--- src/rtl/sdes_pkg.sv ---
// Shared types, register indexes and constants of the stick dead zone, expo and slew block.
package sdes_pkg;

  // Configuration port geometry and register indexes.
  localparam int unsigned CFG_IDX_W  = 3;
  localparam int unsigned CFG_DATA_W = 22;

  localparam logic [CFG_IDX_W-1:0] REG_DZ_HALF        = 3'd0;
  localparam logic [CFG_IDX_W-1:0] REG_SPAN_GAIN      = 3'd1;
  localparam logic [CFG_IDX_W-1:0] REG_EXPO           = 3'd2;
  localparam logic [CFG_IDX_W-1:0] REG_THROTTLE_RATE  = 3'd3;
  localparam logic [CFG_IDX_W-1:0] REG_THROTTLE_HOVER = 3'd4;
  localparam logic [CFG_IDX_W-1:0] REG_SLEW_LIMIT     = 3'd5;

  // Register reset values.
  localparam logic [13:0] DZ_HALF_RST        = 14'd1638;
  localparam logic [21:0] SPAN_GAIN_RST      = 22'd18204;
  localparam logic [14:0] EXPO_RST           = 15'd4915;
  localparam logic [15:0] THROTTLE_RATE_RST  = 16'd512;
  localparam logic [7:0]  THROTTLE_HOVER_RST = 8'd128;
  localparam logic [15:0] SLEW_LIMIT_RST     = 16'd2048;

  // Fixed-point constants.
  localparam logic [14:0] Q14_ONE      = 15'd16384;
  localparam logic [15:0] NEUTRAL_Q88  = 16'd32768;
  localparam logic [7:0]  CMD_TOP      = 8'd254;
  localparam logic [7:0]  CMD_MID      = 8'd127;
  localparam logic [7:0]  CMD_NEUTRAL  = 8'd128;
  localparam logic [19:0] SNAP_LIMIT   = 20'd16384;

  // Axis codes.
  localparam logic [1:0] AXIS_ROLL  = 2'd0;
  localparam logic [1:0] AXIS_PITCH = 2'd1;
  localparam logic [1:0] AXIS_YAW   = 2'd2;

  typedef struct packed {
    logic               connected;
    logic [14:0]        trigger_up;
    logic [14:0]        trigger_down;
    logic signed [15:0] roll_in;
    logic signed [15:0] pitch_in;
    logic signed [15:0] yaw_in;
  } in_item_t;

  typedef struct packed {
    logic [7:0] roll_out;
    logic [7:0] pitch_out;
    logic [7:0] yaw_out;
    logic [7:0] throttle_out;
    logic       active;
  } out_item_t;

  typedef enum logic [2:0] {
    ST_IDLE,
    ST_GAIN,
    ST_EXPO,
    ST_CURVE,
    ST_LAST_SLEW,
    ST_DONE
  } state_t;

  // Operand selection of the shared multiplier.
  typedef enum logic [1:0] {
    MUL_THR,
    MUL_GAIN,
    MUL_EXPO,
    MUL_CURVE
  } mul_sel_t;

  typedef struct packed {
    logic       load_in;
    mul_sel_t   mul_sel;
    logic [1:0] mul_axis;
    logic       upd_thr;
    logic       upd_slew;
    logic [1:0] slew_axis;
    logic       load_out;
  } cmd_t;

endpackage

--- src/rtl/stick_deadzone_expo_slew_top.sv ---
// Top level of the gamepad stick shaping block: dead zone, expo curve, slew and throttle.
// A connected sample steps through gain, expo and curve passes for roll, pitch and yaw, then a last
// slew step and a done step that registers its result; the single shared multiplier forms three products
// per axis plus the throttle product. A new sample is taken only in idle; disconnected ones make no result.
// Reset (synchronous, active high) loads the register defaults, puts every kept axis value
// and the throttle level at 128.0, and empties the result register.
module stick_deadzone_expo_slew_top import sdes_pkg::*; (
  input  logic                  clk,
  input  logic                  rst,
  input  logic                  in_valid,
  output logic                  in_ready,
  input  in_item_t              in_data,
  output logic                  out_valid,
  input  logic                  out_ready,
  output out_item_t             out_data,
  input  logic                  cfg_valid,
  output logic                  cfg_ready,
  input  logic [CFG_IDX_W-1:0]  cfg_index,
  input  logic [CFG_DATA_W-1:0] cfg_data
);

  // Command bundle from the sequencer to the datapath. The sequencer walks
  // roll, pitch and yaw through three multiplier passes each (gain, expo
  // product, curve product). The slew update of one axis rides along in the
  // cycle that starts the gain pass of the next axis, and the throttle update
  // rides along with the first gain pass.
  cmd_t cmd;

  // Register writes are always taken; software must write only while the block is
  // idle (the block itself does not enforce this), so no hold-off is needed.
  assign cfg_ready = 1'b1;

  sdes_ctrl u_ctrl (
    .clk          (clk),
    .rst          (rst),
    .in_valid     (in_valid),
    .in_connected (in_data.connected),
    .in_ready     (in_ready),
    .out_valid    (out_valid),
    .out_ready    (out_ready),
    .cmd          (cmd)
  );

  // The datapath holds the configuration registers, the kept Q8.8 axis and
  // throttle values and the result register. The result register lets the
  // next request enter while a finished result still waits downstream; the
  // sequencer only holds in its last step if that result is still unread.
  sdes_dpath u_dpath (
    .clk       (clk),
    .rst       (rst),
    .cmd       (cmd),
    .in_data   (in_data),
    .cfg_valid (cfg_valid),
    .cfg_index (cfg_index),
    .cfg_data  (cfg_data),
    .out_data  (out_data)
  );

endmodule

--- src/rtl/sdes_ctrl.sv ---
// Sequencer that steps one sample through the shared multiplier and drives the datapath.
module sdes_ctrl import sdes_pkg::*; (
  input  logic clk,
  input  logic rst,
  input  logic in_valid,
  input  logic in_connected,
  output logic in_ready,
  output logic out_valid,
  input  logic out_ready,
  output cmd_t cmd
);

  state_t     state;
  state_t     state_next;
  logic [1:0] axis;
  logic [1:0] axis_next;
  logic       out_valid_next;

  always_ff @(posedge clk) begin
    if (rst) begin
      state     <= ST_IDLE;
      axis      <= AXIS_ROLL;
      out_valid <= 1'b0;
    end else begin
      state     <= state_next;
      axis      <= axis_next;
      out_valid <= out_valid_next;
    end
  end

  // Next state.
  always_comb begin
    state_next = state;
    axis_next  = axis;
    unique case (state)
      ST_IDLE: begin
        axis_next = AXIS_ROLL;
        if (in_valid && in_connected) begin
          state_next = ST_GAIN;
        end
      end
      ST_GAIN:  state_next = ST_EXPO;
      ST_EXPO:  state_next = ST_CURVE;
      ST_CURVE: begin
        if (axis == AXIS_YAW) begin
          state_next = ST_LAST_SLEW;
        end else begin
          state_next = ST_GAIN;
          axis_next  = axis + 2'd1;
        end
      end
      ST_LAST_SLEW: state_next = ST_DONE;
      ST_DONE: begin
        if (!out_valid || out_ready) begin
          state_next = ST_IDLE;
        end
      end
      default: state_next = ST_IDLE;
    endcase
  end

  // Outputs.
  always_comb begin
    in_ready      = 1'b0;
    cmd           = '0;
    cmd.mul_sel   = MUL_THR;
    cmd.mul_axis  = axis;
    cmd.slew_axis = axis - 2'd1;
    unique case (state)
      ST_IDLE: begin
        in_ready    = 1'b1;
        cmd.load_in = in_valid;
      end
      ST_GAIN: begin
        cmd.mul_sel = MUL_GAIN;
        if (axis == AXIS_ROLL) begin
          cmd.upd_thr = 1'b1;
        end else begin
          cmd.upd_slew = 1'b1;
        end
      end
      ST_EXPO:  cmd.mul_sel = MUL_EXPO;
      ST_CURVE: cmd.mul_sel = MUL_CURVE;
      ST_LAST_SLEW: begin
        cmd.upd_slew  = 1'b1;
        cmd.slew_axis = AXIS_YAW;
      end
      ST_DONE: cmd.load_out = !out_valid || out_ready;
      default: cmd.load_out = 1'b0;
    endcase
  end

  always_comb begin
    if (cmd.load_out) begin
      out_valid_next = 1'b1;
    end else if (out_valid && out_ready) begin
      out_valid_next = 1'b0;
    end else begin
      out_valid_next = out_valid;
    end
  end

endmodule

--- src/rtl/sdes_dpath.sv ---
// Datapath: configuration registers, shared multiplier, axis curve, slew and throttle state.
module sdes_dpath import sdes_pkg::*; (
  input  logic                  clk,
  input  logic                  rst,
  input  cmd_t                  cmd,
  input  in_item_t              in_data,
  input  logic                  cfg_valid,
  input  logic [CFG_IDX_W-1:0]  cfg_index,
  input  logic [CFG_DATA_W-1:0] cfg_data,
  output out_item_t             out_data
);

  function automatic logic [15:0] mag16(input logic signed [15:0] v);
    logic [15:0] u;
    u = v;
    return v[15] ? (~u + 16'd1) : u;
  endfunction

  // Configuration registers.
  logic [13:0] dz_half;
  logic [21:0] span_gain;
  logic [14:0] expo;
  logic [15:0] throttle_rate;
  logic [7:0]  throttle_hover;
  logic [15:0] slew_limit;

  // Kept state.
  logic [15:0] throttle_level;
  logic [15:0] roll_now;
  logic [15:0] pitch_now;
  logic [15:0] yaw_now;

  // Latched sample and working registers.
  logic signed [15:0] r_hold;
  logic signed [15:0] roll_hold;
  logic signed [15:0] pitch_hold;
  logic signed [15:0] yaw_hold;
  logic [50:0]        prod;
  logic [14:0]        s_hold;

  logic signed [15:0] r_port;
  logic [15:0]        r_port_mag;
  logic [21:0]        op_a;
  logic [28:0]        op_b;
  logic signed [15:0] ax_mul;
  logic [15:0]        diff_mul;
  logic [14:0]        s_val;
  logic [14:0]        expo_eff;
  logic [28:0]        blend;

  logic signed [15:0] ax_slew;
  logic [15:0]        mag_slew;
  logic               dead_slew;
  logic               pos_slew;
  logic [14:0]        t_val;
  logic [21:0]        m_val;
  logic [21:0]        m_up;
  logic [7:0]         target;
  logic [15:0]        now_sel;
  logic signed [17:0] d_raw;
  logic signed [17:0] d_lim;
  logic signed [17:0] d_clamp;
  logic [17:0]        now_sum;
  logic [15:0]        now_new;

  logic [15:0]        r_mag;
  logic [19:0]        r_x20;
  logic               thr_big;
  logic [31:0]        q_up;
  logic [17:0]        q_mag;
  logic signed [19:0] lv;
  logic [7:0]         hover_eff;
  logic [15:0]        level_next;

  assign r_port     = signed'({1'b0, in_data.trigger_up}) - signed'({1'b0, in_data.trigger_down});
  assign r_port_mag = mag16(r_port);

  always_comb begin
    case (cmd.mul_axis)
      AXIS_ROLL:  ax_mul = roll_hold;
      AXIS_PITCH: ax_mul = pitch_hold;
      default:    ax_mul = yaw_hold;
    endcase
    case (cmd.slew_axis)
      AXIS_ROLL:  begin ax_slew = roll_hold;  now_sel = roll_now;  end
      AXIS_PITCH: begin ax_slew = pitch_hold; now_sel = pitch_now; end
      default:    begin ax_slew = yaw_hold;   now_sel = yaw_now;   end
    endcase
  end

  // Multiplier operands.
  assign diff_mul = mag16(ax_mul) - {2'b00, dz_half};
  assign s_val    = (prod[50:14] > {22'd0, Q14_ONE}) ? Q14_ONE : prod[28:14];
  assign expo_eff = (expo > Q14_ONE) ? Q14_ONE : expo;
  assign blend    = {Q14_ONE - expo_eff, 14'd0} + prod[28:0];

  always_comb begin
    unique case (cmd.mul_sel)
      MUL_THR: begin
        op_a = {6'd0, r_port_mag};
        op_b = {13'd0, throttle_rate};
      end
      MUL_GAIN: begin
        op_a = span_gain;
        op_b = {13'd0, diff_mul};
      end
      MUL_EXPO: begin
        op_a = {7'd0, expo_eff};
        op_b = {14'd0, s_val};
      end
      MUL_CURVE: begin
        op_a = {7'd0, s_hold};
        op_b = blend;
      end
    endcase
  end

  // Axis target and slew.
  assign mag_slew  = mag16(ax_slew);
  assign dead_slew = mag_slew < {2'b00, dz_half};
  assign pos_slew  = !ax_slew[15] && (ax_slew != 16'sd0);
  assign t_val     = prod[42:28];
  assign m_val     = {t_val, 7'd0} - {7'd0, t_val};
  assign m_up      = m_val + 22'd16383;

  always_comb begin
    if (dead_slew) begin
      target = CMD_NEUTRAL;
    end else if (pos_slew) begin
      target = CMD_MID + m_val[21:14];
    end else begin
      target = CMD_MID - m_up[21:14];
    end
  end

  assign d_raw = signed'({2'b00, target, 8'd0}) - signed'({2'b00, now_sel});
  assign d_lim = signed'({2'b00, slew_limit});

  always_comb begin
    if (d_raw > d_lim) begin
      d_clamp = d_lim;
    end else if (d_raw < -d_lim) begin
      d_clamp = -d_lim;
    end else begin
      d_clamp = d_raw;
    end
  end

  assign now_sum = {2'b00, now_sel} + d_clamp;
  assign now_new = now_sum[15:0];

  // Throttle integration.
  assign r_mag     = mag16(r_hold);
  assign r_x20     = {r_mag, 4'd0} + {2'b00, r_mag, 2'd0};
  assign thr_big   = r_x20 > SNAP_LIMIT;
  assign q_up      = prod[31:0] + 32'd16383;
  assign q_mag     = r_hold[15] ? q_up[31:14] : {1'b0, prod[30:14]};
  assign hover_eff = (throttle_hover > CMD_TOP) ? CMD_TOP : throttle_hover;
  assign lv        = r_hold[15] ? signed'({4'd0, throttle_level}) - signed'({2'b00, q_mag})
                                : signed'({4'd0, throttle_level}) + signed'({2'b00, q_mag});

  always_comb begin
    if (!thr_big) begin
      level_next = {hover_eff, 8'd0};
    end else if (lv < 20'sd0) begin
      level_next = 16'd0;
    end else if (lv > signed'({4'd0, CMD_TOP, 8'd0})) begin
      level_next = {CMD_TOP, 8'd0};
    end else begin
      level_next = lv[15:0];
    end
  end

  // Control and kept state.
  always_ff @(posedge clk) begin
    if (rst) begin
      dz_half        <= DZ_HALF_RST;
      span_gain      <= SPAN_GAIN_RST;
      expo           <= EXPO_RST;
      throttle_rate  <= THROTTLE_RATE_RST;
      throttle_hover <= THROTTLE_HOVER_RST;
      slew_limit     <= SLEW_LIMIT_RST;
      throttle_level <= NEUTRAL_Q88;
      roll_now       <= NEUTRAL_Q88;
      pitch_now      <= NEUTRAL_Q88;
      yaw_now        <= NEUTRAL_Q88;
    end else begin
      if (cfg_valid) begin
        unique case (cfg_index)
          REG_DZ_HALF:        dz_half        <= cfg_data[13:0];
          REG_SPAN_GAIN:      span_gain      <= cfg_data[21:0];
          REG_EXPO:           expo           <= cfg_data[14:0];
          REG_THROTTLE_RATE:  throttle_rate  <= cfg_data[15:0];
          REG_THROTTLE_HOVER: throttle_hover <= cfg_data[7:0];
          REG_SLEW_LIMIT:     slew_limit     <= cfg_data[15:0];
          default: ;
        endcase
      end
      if (cmd.upd_thr) begin
        throttle_level <= level_next;
      end
      if (cmd.upd_slew) begin
        case (cmd.slew_axis)
          AXIS_ROLL:  roll_now  <= now_new;
          AXIS_PITCH: pitch_now <= now_new;
          default:    yaw_now   <= now_new;
        endcase
      end
    end
  end

  // Payload registers.
  always_ff @(posedge clk) begin
    prod <= 51'(op_a) * 51'(op_b);
    if (cmd.mul_sel == MUL_EXPO) begin
      s_hold <= s_val;
    end
    if (cmd.load_in) begin
      r_hold     <= r_port;
      roll_hold  <= in_data.roll_in;
      pitch_hold <= in_data.pitch_in;
      yaw_hold   <= in_data.yaw_in;
    end
    if (cmd.load_out) begin
      out_data.roll_out     <= roll_now[15:8];
      out_data.pitch_out    <= pitch_now[15:8];
      out_data.yaw_out      <= yaw_now[15:8];
      out_data.throttle_out <= throttle_level[15:8];
      out_data.active       <= 1'b1;
    end
  end

endmodule

--- config.mk ---
export PLATFORM = sky130hd
export DESIGN_NAME = stick_deadzone_expo_slew_top
export DESIGN_NICKNAME = d
export VERILOG_FILES = /design/src/rtl/sdes_pkg.sv /design/src/rtl/stick_deadzone_expo_slew_top.sv /design/src/rtl/sdes_ctrl.sv /design/src/rtl/sdes_dpath.sv
export SDC_FILE = /design/constraint.sdc
export NUM_CORES = 2
export LEC_CHECK = 0
export BUFFER_PORTS_ARGS = -buffer_cell sky130_fd_sc_hd__buf_4
export CELL_PAD_IN_SITES_DETAIL_PLACEMENT = 0
export CELL_PAD_IN_SITES_GLOBAL_PLACEMENT = 1
export CORE_MARGIN = 8
export CORE_UTILIZATION = 40
export DETAILED_ROUTE_END_ITERATION = 10
export MAX_ROUTING_LAYER = met4
export PLACE_DENSITY = 0.72
export SYNTH_ARGS = -nofsm -noshare
export SYNTH_HDL_FRONTEND = slang
export SYNTH_SLANG_ARGS = --single-unit
--- constraint.sdc ---
create_clock -name clk -period 17.98 [get_ports clk]
set_input_delay 3.596 -clock clk [delete_from_list [all_inputs] [get_ports clk]]
set_output_delay 3.596 -clock clk [all_outputs]
set_load 0.02 [all_outputs]
## Yosys cells after proc, flatten, opt, wreduce, memory -nomap -nowiden

Index checks and enable logic that the tools add are counted.

- Register bits after elaboration: 323
- Output and inout port bits: 36

- $add $sub $neg: 21
- Multiply operators: 1
- Magnitude comparators: 9
- Eq/ne operators: 19
- Muxes and demuxes: 38
- Bitwise logic cells: 5
- Reduce and logical (&&, ||, !) cells: 26

Operator list:

| kind | count |
|---|---|
| $mux W16 | 9 |
| $pmux W29 S4 | 1 |
| $pmux W16 S2 | 3 |
| $pmux W22 S4 | 1 |
| $add A16 B1 Y16 const B | 4 |
| $not A16 Y16 | 4 |
| $mul A22 B29 Y51 | 1 |
| $gt A37 B15 Y1 const B | 1 |
| $add A32 B14 Y32 const B | 1 |
| $mux W15 | 2 |
| $add A29 B29 Y29 | 1 |
| $mux W8 | 3 |
| $add A22 B14 Y22 const B | 1 |
| $reduce_and A2 Y1 | 11 |
| $sub A22 B15 Y22 | 1 |
| $add A20 B18 Y20 | 1 |
| $gt A20 B15 Y1 const B | 1 |
| $gt A20 B17 Y1 const B | 1 |
| $lt A20 B1 Y1 const B | 1 |
| $mux W20 | 1 |
| $add A16 B18 Y19 | 1 |
| $sub A16 B18 Y19 | 1 |
| $lt A17 B18 Y1 | 1 |
| $mux W18 | 1 |
| other kinds (37) | 66 |

## Longest topological paths before layout

- Word-level depth: 14
- Depth in mapped cells: 55
- Gate-level depth less buffers: 49

## Cells and area by module

From an unflattened synthesis, not the netlist that was laid out.

- Cell total of the unflattened synthesis: 4922
- Area, all modules: 42295.6 um2

Modules (own cells, without submodules):

| module | times used | cells an instance | area an instance (um2) | sequential area each (um2) |
|---|---|---|---|---|
| sdes_dpath | 1 | 4869 | 41832.6 | 7457.2 |
| sdes_ctrl | 1 | 51 | 451.7 | 120.1 |
| stick_deadzone_expo_slew_top | 1 | 2 | 11.3 | 0.0 |

## Worst setup path before layout

OpenSTA, ideal clock, no wires.

- Kind: input-to-reg
- Start: input in_data[63] in the netlist's numbering
- End: register u_dpath.prod[44]
- Library setup time: 72 ps
- Arrival: 12541 ps
- Required time: 17908 ps
- Slack: 5368 ps
- Stages on the path: 39
- Buffers on the path: 1
- Path through: inv_1 -> ha_1 -> inv_1 -> fa_1 -> a21o_1 -> a21oi_1 -> xnor2_1 -> a211oi_1 -> o21ai_0 -> a2111oi_0 -> a31oi_1 -> xnor2_1 -> a21oi_1 -> clkbuf_1 -> and2_1 -> fa_1 -> inv_1 -> fa_1 -> [3 not listed] -> fa_1 -> inv_1 -> fa_1 -> fa_1 -> inv_1 -> fa_1 -> inv_1 -> ha_1 -> o21ai_0 -> nand2b_1 -> nand2_1 -> or3_1 -> o22ai_1 -> a21oi_1 -> o21ai_1 -> a31oi_1 -> o31ai_1 -> xor2_1

- Longest elaborated chain between the ends: 6

RTL lines:

| element | line | RTL |
|---|---|---|
| start, declared | stick_deadzone_expo_slew_top.sv:12 | `input in_item_t in_data,` |
| $sub A15 B15 Y16 (*) | sdes_dpath.sv:75 | `assign r_port = signed'({1'b0, in_data.trigger_up}) - signed'({1'b0, in_data.trigger_down});` |
| named net u_dpath.r_port[4] | sdes_dpath.sv:41 | `logic signed [15:0] r_port;` |
| $not A16 Y16 | sdes_dpath.sv:16 | `return v[15] ? (~u + 16'd1) : u;` |
| $add A16 B1 Y16 | sdes_dpath.sv:16 |  |
| $mux W16 (*) | sdes_dpath.sv:16 |  |
| $pmux W22 S4 (*) | sdes_dpath.sv:98 | `unique case (cmd.mul_sel)` |
| $mul A22 B29 Y51 (*) | sdes_dpath.sv:214 | `prod <= 51'(op_a) * 51'(op_b);` |
| end signal, assigned | sdes_dpath.sv:214 |  |
| end, declared | sdes_dpath.sv:38 | `logic [50:0] prod;` |

Mark *: on every way through the listed nets, which the timed path passes. The rest lies on a longest branch.
A chain may end at the register's enable or synchronous reset.

## Final worst setup path

Ends and elaborated chain as after synthesis.

==> results.yml <==
run_status:
  outcome: "completed"
setup_path:
  crit_type: "in -> reg"
  end_kind: "register"
  critPathMaxFanout: 29
  startpoint_type: "input pin"
  crit_top_cell: "fa_1"
  crit_slowest_cell: "a21oi_4"
  critPathTopFamily: "adder cells"
  crit_buf_inv: 8
  cp.arrival_ns: 13.95
  cp_data_required_time_ns: 18.47
  cp_slowest_stage_delay_ns: 0.73
synth:
  async_reset_ff_share_pct: 0
  synth_top_area_cell: "fa_1"
  synth.distinct_cells: 94
  synthTopCellsByArea: "fa_1 (25%), ha_1 (10%), dfxtp_1 (9.9%), edfxtp_1 (7.8%), nand2_1 (6.7%)"
  synth-compound-area-share_pct: 14.7
  synth_edf_count: 111
  synth-simple-area-share_pct: 17.3
  synth_top_family_by_area: "adder cells"
  syn_area_per_cell_um2: 8.50
  synth_cells: 5037
  synthAdderAreaFrac_pct: 35.7
  netlist_area_um2: 42800
  seq_area_frac_synth_pct: 17.7
  ys.flop_type: "dfxtp_1"
  ys_seq_elements: 323
  synth_xor_area_share_pct: 4.56
  muxShareOfSynthArea_pct: 1.56
  yosys_warnings: 0
  yosys.area.top_type_share_pct: 25.4
global_routing:
  grt_overflow: 0
  grt_pass1_wl_mm: 207
  antenna_found_initial: 3
  grt_pass1_vias: 35572
  grtUsageTotal_pct: 23.0
  grt_max_degree: 76
drt:
  drc: 0
  drt-total-wl_mm: 131
  routed-via-count: 35516
  drt_iter0_drc: 2557
  vias_per_cell: 5.38
  firstDrtPassIters: 6
  wl_per_cell_um: 19.9
  ant_nets: 0
cts:
  cts_setup_buffers: 0
  ctsHoldBuffers: 0
  cts_inserted_buffers: 36
  clkLatencyLatePin_ns: 0.58
  clockRootBuffer: "clkbuf_16"
  cts.sinks: 323
  cts.htree.levels: 2
  cts_buffer_depth: 3
  cts_tree: "built"
  cts.clk_slew.worst_paths_ns: 0.06
  cts.repair.resized: 0
floorplanning:
  pin_count: 145
  die-area_um2: 118000
  die_y_um: 343
  die_width_um: 343
  core.rowCount: 120
  core_area_um2: 107000
  initial_core_util_pct: 40.2
layout:
  area_growth_pct: 9.91
  nNetsFinal: 6168
  layout-drive-gt1-share_pct: 6.76
sta:
  skew_ns: 0.0279
  setup_viol: 0
  max_slew.worst_pin.slew_ns: 1.33
  rsz0062_at_grt: "false"
  slew_headroom_pct: 10.9
  timing.final.crit_period_ns: 13.46
  hold_violations: 0
  fmax_mhz: 74.3
  final.setup.tns_ns: 0
  slew_violations: 0
  fin_crit_sh_pct: 74.9
place:
  dp_hpwl_mm: 104
  io_buffers: 142
  gp_congestion: 0.928
flow_run:
  max_cap_viol_count: 0
hold_path:
  hold_path_class: "reg -> reg"
registers in the layout, indices dropped and copies added, names as in the netlist, 16 cells and up:
signal,count
u_dpath.prod,51
u_dpath.out_data,32
u_dpath.span_gain,22
u_dpath.pitch_hold,16
u_dpath.pitch_now,16
u_dpath.r_hold,16
u_dpath.roll_hold,16
u_dpath.roll_now,16
u_dpath.slew_limit,16
u_dpath.throttle_level,16
u_dpath.throttle_rate,16
u_dpath.yaw_hold,16
u_dpath.yaw_now,16
logic make-up (layout without fill, tap and decap cells):
kind of cell | Yosys count | in the layout
simple gates | 1592 | 1592
other cells | 2 | 95
compound gates | 971 | 971
fa+ha+maj | 894 | 894
xor+xnor | 223 | 223
buf+inv | 966 | 1031
mux | 66 | 66
flops | 323 | 323
path summary, 6_finish.rpt:
path / start / slack, ns / cells past startpoint / to
worst min-delay path: u_dpath.dz_half[11] / 0.45 / 2 / u_dpath.dz_half[11]
worst max register to register: u_ctrl.axis[0] / 4.68 / 40 / u_dpath.prod[42]
worst max-delay path: in_data[63] / 4.52 / 38 / u_dpath.prod[44]
worst min register to register: u_dpath.dz_half[11] / 0.45 / 2 / u_dpath.dz_half[11]
worst reg2reg max path: cells and delay by family (launching register included):
kind	cells	cell delay, ns
multiplexers	1	1.01
adder cells (fa/ha/maj)	11	5.04
flip-flops	1	0.31
buffers and inverters	8	1.78
AND/OR/NAND/NOR	7	1.69
AO/OA/AOI/OAI	12	3.18
XOR/XNOR	1	0.15
through the flow:
step	utilization (%)	hold slack [ns]	cell area (um^2)	std cells	worst slack (ns)
after floorplan	-	0.421	43200	5128	5.37
after global placement	43.0	0.437	45900	6530	4.03
after detailed placement	43.0	0.440	45900	6530	3.90
after CTS	44.1	0.455	47100	6596	4.52
after global routing	44.1	0.467	47100	6598	3.72
final	44.1	0.452	47100	6598	4.52
cells in the mapped netlist (13+ instances only):
| cell type | n |
|---|---|
| dfxtp_1 | 212 |
| o31ai_1 | 27 |
| o211ai_1 | 13 |
| fa_1 | 544 |
| xor2_1 | 60 |
| nor2_1 | 250 |
| ha_1 | 350 |
| and3_1 | 29 |
| nand2b_1 | 34 |
| inv_1 | 753 |
| nand2_1 | 760 |
| edfxtp_1 | 111 |
| o21bai_1 | 24 |
| a21o_1 | 74 |
| o21ai_0 | 179 |
| a211o_1 | 25 |
| nor3_1 | 80 |
| mux2i_1 | 59 |
| a31oi_1 | 34 |
| or3_1 | 39 |
| and2_1 | 123 |
| nor2b_1 | 52 |
| xnor2_1 | 163 |
| a22o_1 | 18 |
| nand3_1 | 84 |
| a21oi_1 | 322 |
| a21boi_0 | 19 |
| buf_1 | 15 |
| a22oi_1 | 16 |
| nand3b_1 | 26 |
| o21a_1 | 32 |
| nor4_1 | 21 |
| nand4_1 | 31 |
| a211oi_1 | 47 |
| clkbuf_1 | 180 |
area by class of cell:
type	instances	area, um^2
antenna	2	5.00
inverter	756	2840
tap	1403	1760
clock buffer	44	961
timing repair buffer	209	1570
multi-input combinational	3839	32100
clock inverter	22	234
sequential	323	7580
fill	10771	59500
per-layer routing:
metal  GRT usage (%)  vias to the layer above  share of wire, %
li1                -                    16773                 -
met1            31.3                    17468                45
met2            35.7                     1090                45
met3            3.17                      185               6.8
met4            6.40                        0               3.0
met5               -                        -                 0
placed cells by master, fill, tap and decap left out, drive strengths merged, types with 31 or more instances in the layout:
cell	synthesis	layout
a21o	74	74
nor3	80	80
a21oi	322	322
dfxtp	212	212
nand2b	34	34
nand2	760	760
and2	126	126
conb	2	93
edfxtp	111	111
xnor2	163	163
nor2b	52	52
a31oi	34	34
o21ai	189	189
ha	350	350
or3	39	39
xor2	60	60
nor2	250	250
mux2i	59	59
nand3	84	84
clkbuf	180	44
inv	753	759
nand4	31	31
fa	544	544
a211oi	53	53
o21a	32	32
buf	30	209
Power is left out: the tool's default activity adds up to more than one toggle a clock period on the data nets, which glitch-free logic cannot reach.
